==> src/hw/rtl/mke_pkg.sv <==
// Package with shared types, constants and the character code table of the Morse keying encoder.
`default_nettype none

package mke_pkg;

	localparam int CHAR_W     = 8;
	localparam int SPEED_W    = 9;
	localparam int DIVIDEND_W = 13;
	localparam int DOT_W      = 10;
	localparam int DUR_W      = 11;
	localparam int PAT_W      = 6;
	localparam int LEN_W      = 3;

	localparam logic [DIVIDEND_W-1:0] WPM_DIVIDEND = 13'd1200;
	localparam logic [DIVIDEND_W-1:0] CPM_DIVIDEND = 13'd6000;

	localparam logic [SPEED_W-1:0] WPM_MIN = 9'd5;
	localparam logic [SPEED_W-1:0] WPM_MAX = 9'd50;
	localparam logic [SPEED_W-1:0] CPM_MIN = 9'd9;
	localparam logic [SPEED_W-1:0] CPM_MAX = 9'd275;

	localparam logic REG_SPEED_MODE = 1'b0;
	localparam logic REG_SPEED      = 1'b1;

	typedef enum logic [2:0] {
		ST_IDLE,
		ST_ERROR,
		ST_DIVIDE,
		ST_MARK,
		ST_GAP,
		ST_WORD,
		ST_TAIL
	} state_t;

	// Elements are left aligned in pat, first element in the top bit, 1 = dash.
	typedef struct packed {
		logic             valid;
		logic             space;
		logic [LEN_W-1:0] len;
		logic [PAT_W-1:0] pat;
	} code_t;

	function automatic code_t code_of(input logic [CHAR_W-1:0] ch);
		logic [CHAR_W-1:0] c;
		code_t             r;
		c = ch;
		if (ch >= 8'h61 && ch <= 8'h7A) begin
			c = ch - 8'd32;
		end
		r = '{valid: 1'b1, space: 1'b0, len: 3'd0, pat: 6'b000000};
		unique case (c)
			8'h30: begin r.len = 3'd5; r.pat = 6'b111110; end
			8'h31: begin r.len = 3'd5; r.pat = 6'b011110; end
			8'h32: begin r.len = 3'd5; r.pat = 6'b001110; end
			8'h33: begin r.len = 3'd5; r.pat = 6'b000110; end
			8'h34: begin r.len = 3'd5; r.pat = 6'b000010; end
			8'h35: begin r.len = 3'd5; r.pat = 6'b000000; end
			8'h36: begin r.len = 3'd5; r.pat = 6'b100000; end
			8'h37: begin r.len = 3'd5; r.pat = 6'b110000; end
			8'h38: begin r.len = 3'd5; r.pat = 6'b111000; end
			8'h39: begin r.len = 3'd5; r.pat = 6'b111100; end
			8'h41: begin r.len = 3'd2; r.pat = 6'b010000; end
			8'h42: begin r.len = 3'd4; r.pat = 6'b100000; end
			8'h43: begin r.len = 3'd4; r.pat = 6'b101000; end
			8'h44: begin r.len = 3'd3; r.pat = 6'b100000; end
			8'h45: begin r.len = 3'd1; r.pat = 6'b000000; end
			8'h46: begin r.len = 3'd4; r.pat = 6'b001000; end
			8'h47: begin r.len = 3'd3; r.pat = 6'b110000; end
			8'h48: begin r.len = 3'd4; r.pat = 6'b000000; end
			8'h49: begin r.len = 3'd2; r.pat = 6'b000000; end
			8'h4A: begin r.len = 3'd4; r.pat = 6'b011100; end
			8'h4B: begin r.len = 3'd3; r.pat = 6'b101000; end
			8'h4C: begin r.len = 3'd4; r.pat = 6'b010000; end
			8'h4D: begin r.len = 3'd2; r.pat = 6'b110000; end
			8'h4E: begin r.len = 3'd2; r.pat = 6'b100000; end
			8'h4F: begin r.len = 3'd3; r.pat = 6'b111000; end
			8'h50: begin r.len = 3'd4; r.pat = 6'b011000; end
			8'h51: begin r.len = 3'd4; r.pat = 6'b110100; end
			8'h52: begin r.len = 3'd3; r.pat = 6'b010000; end
			8'h53: begin r.len = 3'd3; r.pat = 6'b000000; end
			8'h54: begin r.len = 3'd1; r.pat = 6'b100000; end
			8'h55: begin r.len = 3'd3; r.pat = 6'b001000; end
			8'h56: begin r.len = 3'd4; r.pat = 6'b000100; end
			8'h57: begin r.len = 3'd3; r.pat = 6'b011000; end
			8'h58: begin r.len = 3'd4; r.pat = 6'b100100; end
			8'h59: begin r.len = 3'd4; r.pat = 6'b101100; end
			8'h5A: begin r.len = 3'd4; r.pat = 6'b110000; end
			8'h2E: begin r.len = 3'd6; r.pat = 6'b010101; end
			8'h2C: begin r.len = 3'd6; r.pat = 6'b110011; end
			8'h2F: begin r.len = 3'd5; r.pat = 6'b100100; end
			8'h3D: begin r.len = 3'd5; r.pat = 6'b100010; end
			8'h2D: begin r.len = 3'd6; r.pat = 6'b100001; end
			8'h3F: begin r.len = 3'd6; r.pat = 6'b001100; end
			8'h20: begin r.space = 1'b1; end
			default: begin r.valid = 1'b0; end
		endcase
		return r;
	endfunction

endpackage

`default_nettype wire

==> src/hw/rtl/mke_div.sv <==
// Restoring divider that produces one quotient bit per clock for the dot length.
`default_nettype none

module mke_div (
	input  wire logic                            clk,
	input  wire logic                            arst_n,
	input  wire logic                            start,
	input  wire logic [mke_pkg::DIVIDEND_W-1:0]  dividend,
	input  wire logic [mke_pkg::SPEED_W-1:0]     divisor,
	output logic                                 done,
	output logic [mke_pkg::DOT_W-1:0]            quotient
);
	import mke_pkg::*;

	localparam int CNT_W = $clog2(DIVIDEND_W);

	logic                  run_q;
	logic                  done_q;
	logic [CNT_W-1:0]      cnt_q;
	logic [SPEED_W-1:0]    divisor_q;
	logic [SPEED_W-1:0]    rem_q;
	logic [DIVIDEND_W-1:0] quo_q;

	logic [SPEED_W:0]      shifted;
	logic [SPEED_W+1:0]    diff;
	logic                  ge;

	// One trial subtraction per cycle.
	assign shifted = {rem_q, quo_q[DIVIDEND_W-1]};
	assign diff    = {1'b0, shifted} - {2'b00, divisor_q};
	assign ge      = ~diff[SPEED_W+1];

	always_ff @(posedge clk or negedge arst_n) begin
		if (!arst_n) begin
			run_q  <= 1'b0;
			done_q <= 1'b0;
			cnt_q  <= '0;
		end else begin
			done_q <= 1'b0;
			if (start) begin
				run_q <= 1'b1;
				cnt_q <= '0;
			end else if (run_q) begin
				cnt_q <= cnt_q + 1'b1;
				if (cnt_q == CNT_W'(DIVIDEND_W - 1)) begin
					run_q  <= 1'b0;
					done_q <= 1'b1;
				end
			end
		end
	end

	always_ff @(posedge clk) begin
		if (start) begin
			divisor_q <= divisor;
			rem_q     <= '0;
			quo_q     <= dividend;
		end else if (run_q) begin
			rem_q <= ge ? diff[SPEED_W-1:0] : shifted[SPEED_W-1:0];
			quo_q <= {quo_q[DIVIDEND_W-2:0], ge};
		end
	end

	assign done     = done_q;
	assign quotient = quo_q[DOT_W-1:0];

endmodule

`default_nettype wire

==> src/hw/rtl/morse_keying_encoder_unit.sv <==
// Top level of the Morse keying encoder: register file, sequencer and period output.
// An error result appears in the cycle after the start transaction; otherwise the
// first keying period comes once the 13-step bit-serial divider is done. A character
// gives 2 to 13 periods, a rejected one an error period; busy stays high until the last
// one, blocking new ones. Results are strobed for one cycle each and cannot be stalled.
// Reset (arst_n low, asynchronous) returns to idle with speed_mode 0 and speed 20.
`default_nettype none

module morse_keying_encoder_unit (
	input  wire logic                          clk,
	input  wire logic                          arst_n,
	input  wire logic                          cfg_write,
	input  wire logic                          cfg_index,
	input  wire logic [mke_pkg::SPEED_W-1:0]   cfg_data,
	input  wire logic                          start,
	input  wire logic [mke_pkg::CHAR_W-1:0]    character,
	output logic                               busy,
	output logic                               strobe,
	output logic                               key_on,
	output logic [mke_pkg::DUR_W-1:0]          duration_ms,
	output logic                               error,
	output logic                               last
);
	import mke_pkg::*;

	// Configuration registers, read directly at the start transaction. The user must
	// change them only while the block is idle; the block itself does not enforce this.
	logic               speed_mode_q;
	logic [SPEED_W-1:0] speed_q;

	always_ff @(posedge clk or negedge arst_n) begin
		if (!arst_n) begin
			speed_mode_q <= 1'b0;
			speed_q      <= 9'd20;
		end else if (cfg_write) begin
			unique case (cfg_index)
				REG_SPEED_MODE: speed_mode_q <= cfg_data[0];
				REG_SPEED:      speed_q      <= cfg_data;
			endcase
		end
	end

	// Character lookup and speed range check for the incoming transaction.
	code_t code;
	logic  speed_ok;
	logic  accept;

	assign code     = code_of(character);
	assign speed_ok = speed_mode_q ? (speed_q >= CPM_MIN && speed_q <= CPM_MAX)
	                               : (speed_q >= WPM_MIN && speed_q <= WPM_MAX);

	// The dot length is a constant divided by the speed; the divider
	// works one quotient bit per cycle and holds its result afterwards.
	logic                  div_start;
	logic                  div_done;
	logic [DOT_W-1:0]      dot;
	logic [DUR_W-1:0]      dot3;

	mke_div u_div (
		.clk      (clk),
		.arst_n   (arst_n),
		.start    (div_start),
		.dividend (speed_mode_q ? CPM_DIVIDEND : WPM_DIVIDEND),
		.divisor  (speed_q),
		.done     (div_done),
		.quotient (dot)
	);

	// Three dots as dot plus twice dot; the largest dot (666) keeps this within 11 bits.
	assign dot3 = {1'b0, dot} + {dot, 1'b0};

	// Sequencer state. pat_q shifts left once per element so its top bit always
	// tells whether the current element is a dash; left_q counts elements still to send.
	state_t           state_q;
	state_t           state_d;
	logic [PAT_W-1:0] pat_q;
	logic [LEN_W-1:0] left_q;
	logic             word_q;

	always_ff @(posedge clk or negedge arst_n) begin
		if (!arst_n) begin
			state_q <= ST_IDLE;
		end else begin
			state_q <= state_d;
		end
	end

	always_ff @(posedge clk) begin
		if (accept) begin
			pat_q  <= code.pat;
			left_q <= code.len;
			word_q <= code.space;
		end else if (state_q == ST_GAP) begin
			pat_q  <= {pat_q[PAT_W-2:0], 1'b0};
			left_q <= left_q - 1'b1;
		end
	end

	assign busy   = (state_q != ST_IDLE);
	assign accept = start && !busy;

	always_comb begin
		state_d     = state_q;
		div_start   = 1'b0;
		strobe      = 1'b0;
		key_on      = 1'b0;
		duration_ms = '0;
		error       = 1'b0;
		last        = 1'b0;
		unique case (state_q)
			ST_IDLE: begin
				if (start) begin
					if (speed_ok && code.valid) begin
						div_start = 1'b1;
						state_d   = ST_DIVIDE;
					end else begin
						state_d = ST_ERROR;
					end
				end
			end
			ST_ERROR: begin
				// Rejected character or speed out of range: a single zero-length period.
				strobe  = 1'b1;
				error   = 1'b1;
				last    = 1'b1;
				state_d = ST_IDLE;
			end
			ST_DIVIDE: begin
				if (div_done) begin
					state_d = word_q ? ST_WORD : ST_MARK;
				end
			end
			ST_MARK: begin
				strobe      = 1'b1;
				key_on      = 1'b1;
				duration_ms = pat_q[PAT_W-1] ? dot3 : {1'b0, dot};
				state_d     = ST_GAP;
			end
			ST_GAP: begin
				strobe      = 1'b1;
				duration_ms = {1'b0, dot};
				state_d     = (left_q == LEN_W'(1)) ? ST_TAIL : ST_MARK;
			end
			ST_WORD: begin
				// A space sends an extra character pause ahead of the usual one.
				strobe      = 1'b1;
				duration_ms = dot3;
				state_d     = ST_TAIL;
			end
			ST_TAIL: begin
				strobe      = 1'b1;
				duration_ms = dot3;
				last        = 1'b1;
				state_d     = ST_IDLE;
			end
			default: begin
				state_d = ST_IDLE;
			end
		endcase
	end

endmodule

`default_nettype wire

==> config.mk <==
export PLATFORM = sky130hd
export DESIGN_NAME = morse_keying_encoder_unit
export DESIGN_NICKNAME = d
export VERILOG_FILES = /design/src/hw/rtl/mke_pkg.sv /design/src/hw/rtl/mke_div.sv /design/src/hw/rtl/morse_keying_encoder_unit.sv
export SDC_FILE = /design/constraint.sdc
export NUM_CORES = 1
export LEC_CHECK = 0
export BUFFER_PORTS_ARGS = -buffer_cell sky130_fd_sc_hd__buf_2
export CORE_AREA = 2 2 89 91
export CTS_CLUSTER_DIAMETER = 30
export CTS_CLUSTER_SIZE = 8
export DETAILED_ROUTE_END_ITERATION = 8
export DIE_AREA = 0 0 91 93
export PLACE_DENSITY = 0.94
export SLEW_MARGIN = 15
export SYNTH_ARGS = -nofsm -noshare
export SYNTH_HDL_FRONTEND = slang
export SYNTH_HIERARCHICAL = 1
export SYNTH_SLANG_ARGS = --single-unit
==> constraint.sdc <==
create_clock -name clk -period 4.25 [get_ports clk]
set_clock_uncertainty 0.15 [all_clocks]
set_input_delay 0.85 -clock clk [delete_from_list [all_inputs] [get_ports clk]]
set_output_delay 0.85 -clock clk [all_outputs]
set_load 0.01 [all_outputs]
==> results.cfg <==
[outcome]
status = complete, but fails checks
violations = DRC

[cts]
path_clk_slew_ps = 80
ctsHoldBuffers = 0
clock_sinks = 60
clockBufferDepth = 2
clock_latency_ps = 350
cts-root-buf = clkbuf_8
postCtsSetupRepairBufs = 0
cts_max_level = 3
cts_buffers = 9
cts_resized = 0
cts_tree = done

[detailed_routing]
vias = 4276
viasPerCell = 6.58
firstDrtPassIters = 8
drt-total-wl_mm = 11.7
avgRoutedWirePerCell_um = 18.0
drc = 1
drt_iter0_markers = 444
ant_nets = 0

[pwr]
vdd_drop_max_v = 0.000192
p_leak_uw = 0.00207
power_density_mw_per_mm2 = 583

[global_routing]
antenna_found_initial = 0
busiest_layer = met2
grt_first_pass_wirelength_mm = 19.3
first_global_vias = 4156
grt_max_degree = 32
grt-ovfl-total = 0
met1_usage_pct = 33.5
grt.met3_usage_pct = 5.24
grt_util_met2_pct = 48.1
grt_usage_pct = 28.1

[floorplan]
io_pins = 38
rows = 32
die-width_um = 91
fp.dieH_um = 93
start_util_pct = 63.6
core-area_mm2 = 0.00753
die-area_mm2 = 0.00846

[yosys]
synthFlopType = edfxtp_1
synth_area_per_cell_um2 = 9.22
yosysWarnings = 6
seq_area_frac_synth_pct = 33.8
synth_top_area_share_pct = 20.1
synthTopCellsByArea = edfxtp_1 20%, dfrtp_1 8.9%, ha_1 6.3%, mux2_2 5.2%, dfxtp_1 3.8%
async_flop_share_pct = 31.7
synth_edf_count = 32
synth_cells = 519
synth_cell_type_count = 91
syn-cell-area_mm2 = 0.00479
synth-seq-cells = 60
yosys-top-cells-count = 46 x nor2_1, 32 x edfxtp_1, 30 x nand2_1, 29 x a21oi_1, 27 x inv_1
synth_top_area_cell = edfxtp_1
yosysMostFrequentCell = nor2_1

[setup_path]
start_kind = flop
crit_required_ps = 3250
arrival_ps = 2870
worstSetupEndpointType = output pin
regToRegSetupSlack_ps = 1090
criticalPathCategory = reg2out
path_max_fanout = 5

[timing]
worstMarginPinSlew_ps = 953
period_needed_ps = 3870
setup_viol = 0
fin_crit_sh_pct = 91.1
rsz0062_at_grt = false
hold_slack_ps = 266
slew-limit-headroom_pct = 36.5
final-hold-violation-count = 0
fmax_mhz = 258
slew_viol_final = 0
fin_tns_setup_ps = 0

[placement]
hpwl_mm = 8.28
port_buffers = 37
place_area_mm2 = 0.00494
globalplace.congestion = 0.991

[cells_and_area]
final_layout_size_suffix_gt1_share_pct = 19.3
final_nets = 591
diodes = 0
num-fill-cells = 573
final_cell_area_mm2 = 0.00513
finalCoreUtilization_pct = 68.2
syn_to_final_growth_pct = 7.21

[worst_hold_path]
hold_class = in2async

[run]
maxCapViolCount = 0
## sequential cells by signal (all words and copies together) (netlist names)
signal / flops
u_div/quo_q: 13
speed_q: 9
u_div/divisor_q: 9
u_div/rem_q: 9
pat_q: 6
u_div/cnt_q: 4
left_q: 3
state_q: 3
speed_mode_q: 1
u_div/done: 1
u_div/run_q: 1
word_q: 1
## layout make-up
class / instances / area [um^2] / share of cell area, %
Sequential cell: 60 / 1620 / 31.5
Clock inverter: 6 / 45.0 / 0.878
Inverter: 28 / 108 / 2.10
Clock buffer: 10 / 149 / 2.90
Timing Repair Buffer: 43 / 230 / 4.49
Multi-Input combinational cell: 401 / 2850 / 55.6
Tap cell: 102 / 128 / 2.49
## layout by cell type, fill, tap and decap left out, types with 7 or more instances in the layout
master / count
nor2_1: 45
buf_2: 37
edfxtp_1: 32
nand2_1: 30
a21oi_1: 29
inv_1: 27
ha_1: 24
o21ai_0: 22
mux2_2: 22
dfrtp_1: 17
nand2b_1: 13
nand3_1: 11
nor3_1: 11
nand3b_1: 9
clkbuf_8: 9
dfxtp_1: 9
nor2b_1: 8
a22o_1: 8
xnor2_1: 8
o21ai_1: 8
conb_1: 8
a21o_1: 7
xor2_1: 7
o22ai_1: 7
a211oi_1: 7
## metrics by stage
stage               power, uW  worst slack (ps)  cells
finish                   2990               378    650
floorplan                2170              23.5    525
global placement         2360               386    634
detailed placement       2460               207    634
CTS                      2970               377    650
global route             3180               236    650
## where the power goes
group	internal [uW]	switching [uW]	leakage (uW)
combinational	635	800	0.00136
clock	250	241	0.0000983
sequential	849	216	0.000607
## metal layers
layer,vias to the layer above,share of wire (%)
li1,1990,-
met1,1986,39
met2,245,49
met3,55,7.5
met4,0,4.2
met5,-,0
## worst max-delay path, stage by stage (launching register included)
cell	delay [ps]
edfxtp_1	480
ha_1	260
fa_1	410
a21o_1	190
a21oi_1	220
o21bai_1	130
a31oi_1	250
mux2_2	370
nand4_1	90
buf_2	140
## kinds of logic after synthesis
family	Yosys count	share of synthesized area [%]
buf+inv	64	7.08
mux	27	6.22
xor+xnor	15	2.74
flops	60	33.8
simple gates	167	18.7
other cells	2	0.157
fa+ha+maj	26	7.11
compound gates	158	24.1
## worst paths after layout
check                                 from        endpoint  cells past startpoint
max                         u_div/quo_q[1]  duration_ms[9]                      9
min                                 arst_n      state_q[2]                      1
min in group clk            u_div/rem_q[5]  u_div/rem_q[6]                      2
min reg2reg                 u_div/rem_q[5]  u_div/rem_q[6]                      2
max in group asynchronous           arst_n      speed_q[2]                      1
max reg2reg                u_div/quo_q[12]  u_div/rem_q[1]                      9
Power figures use the tool's default switching activity.
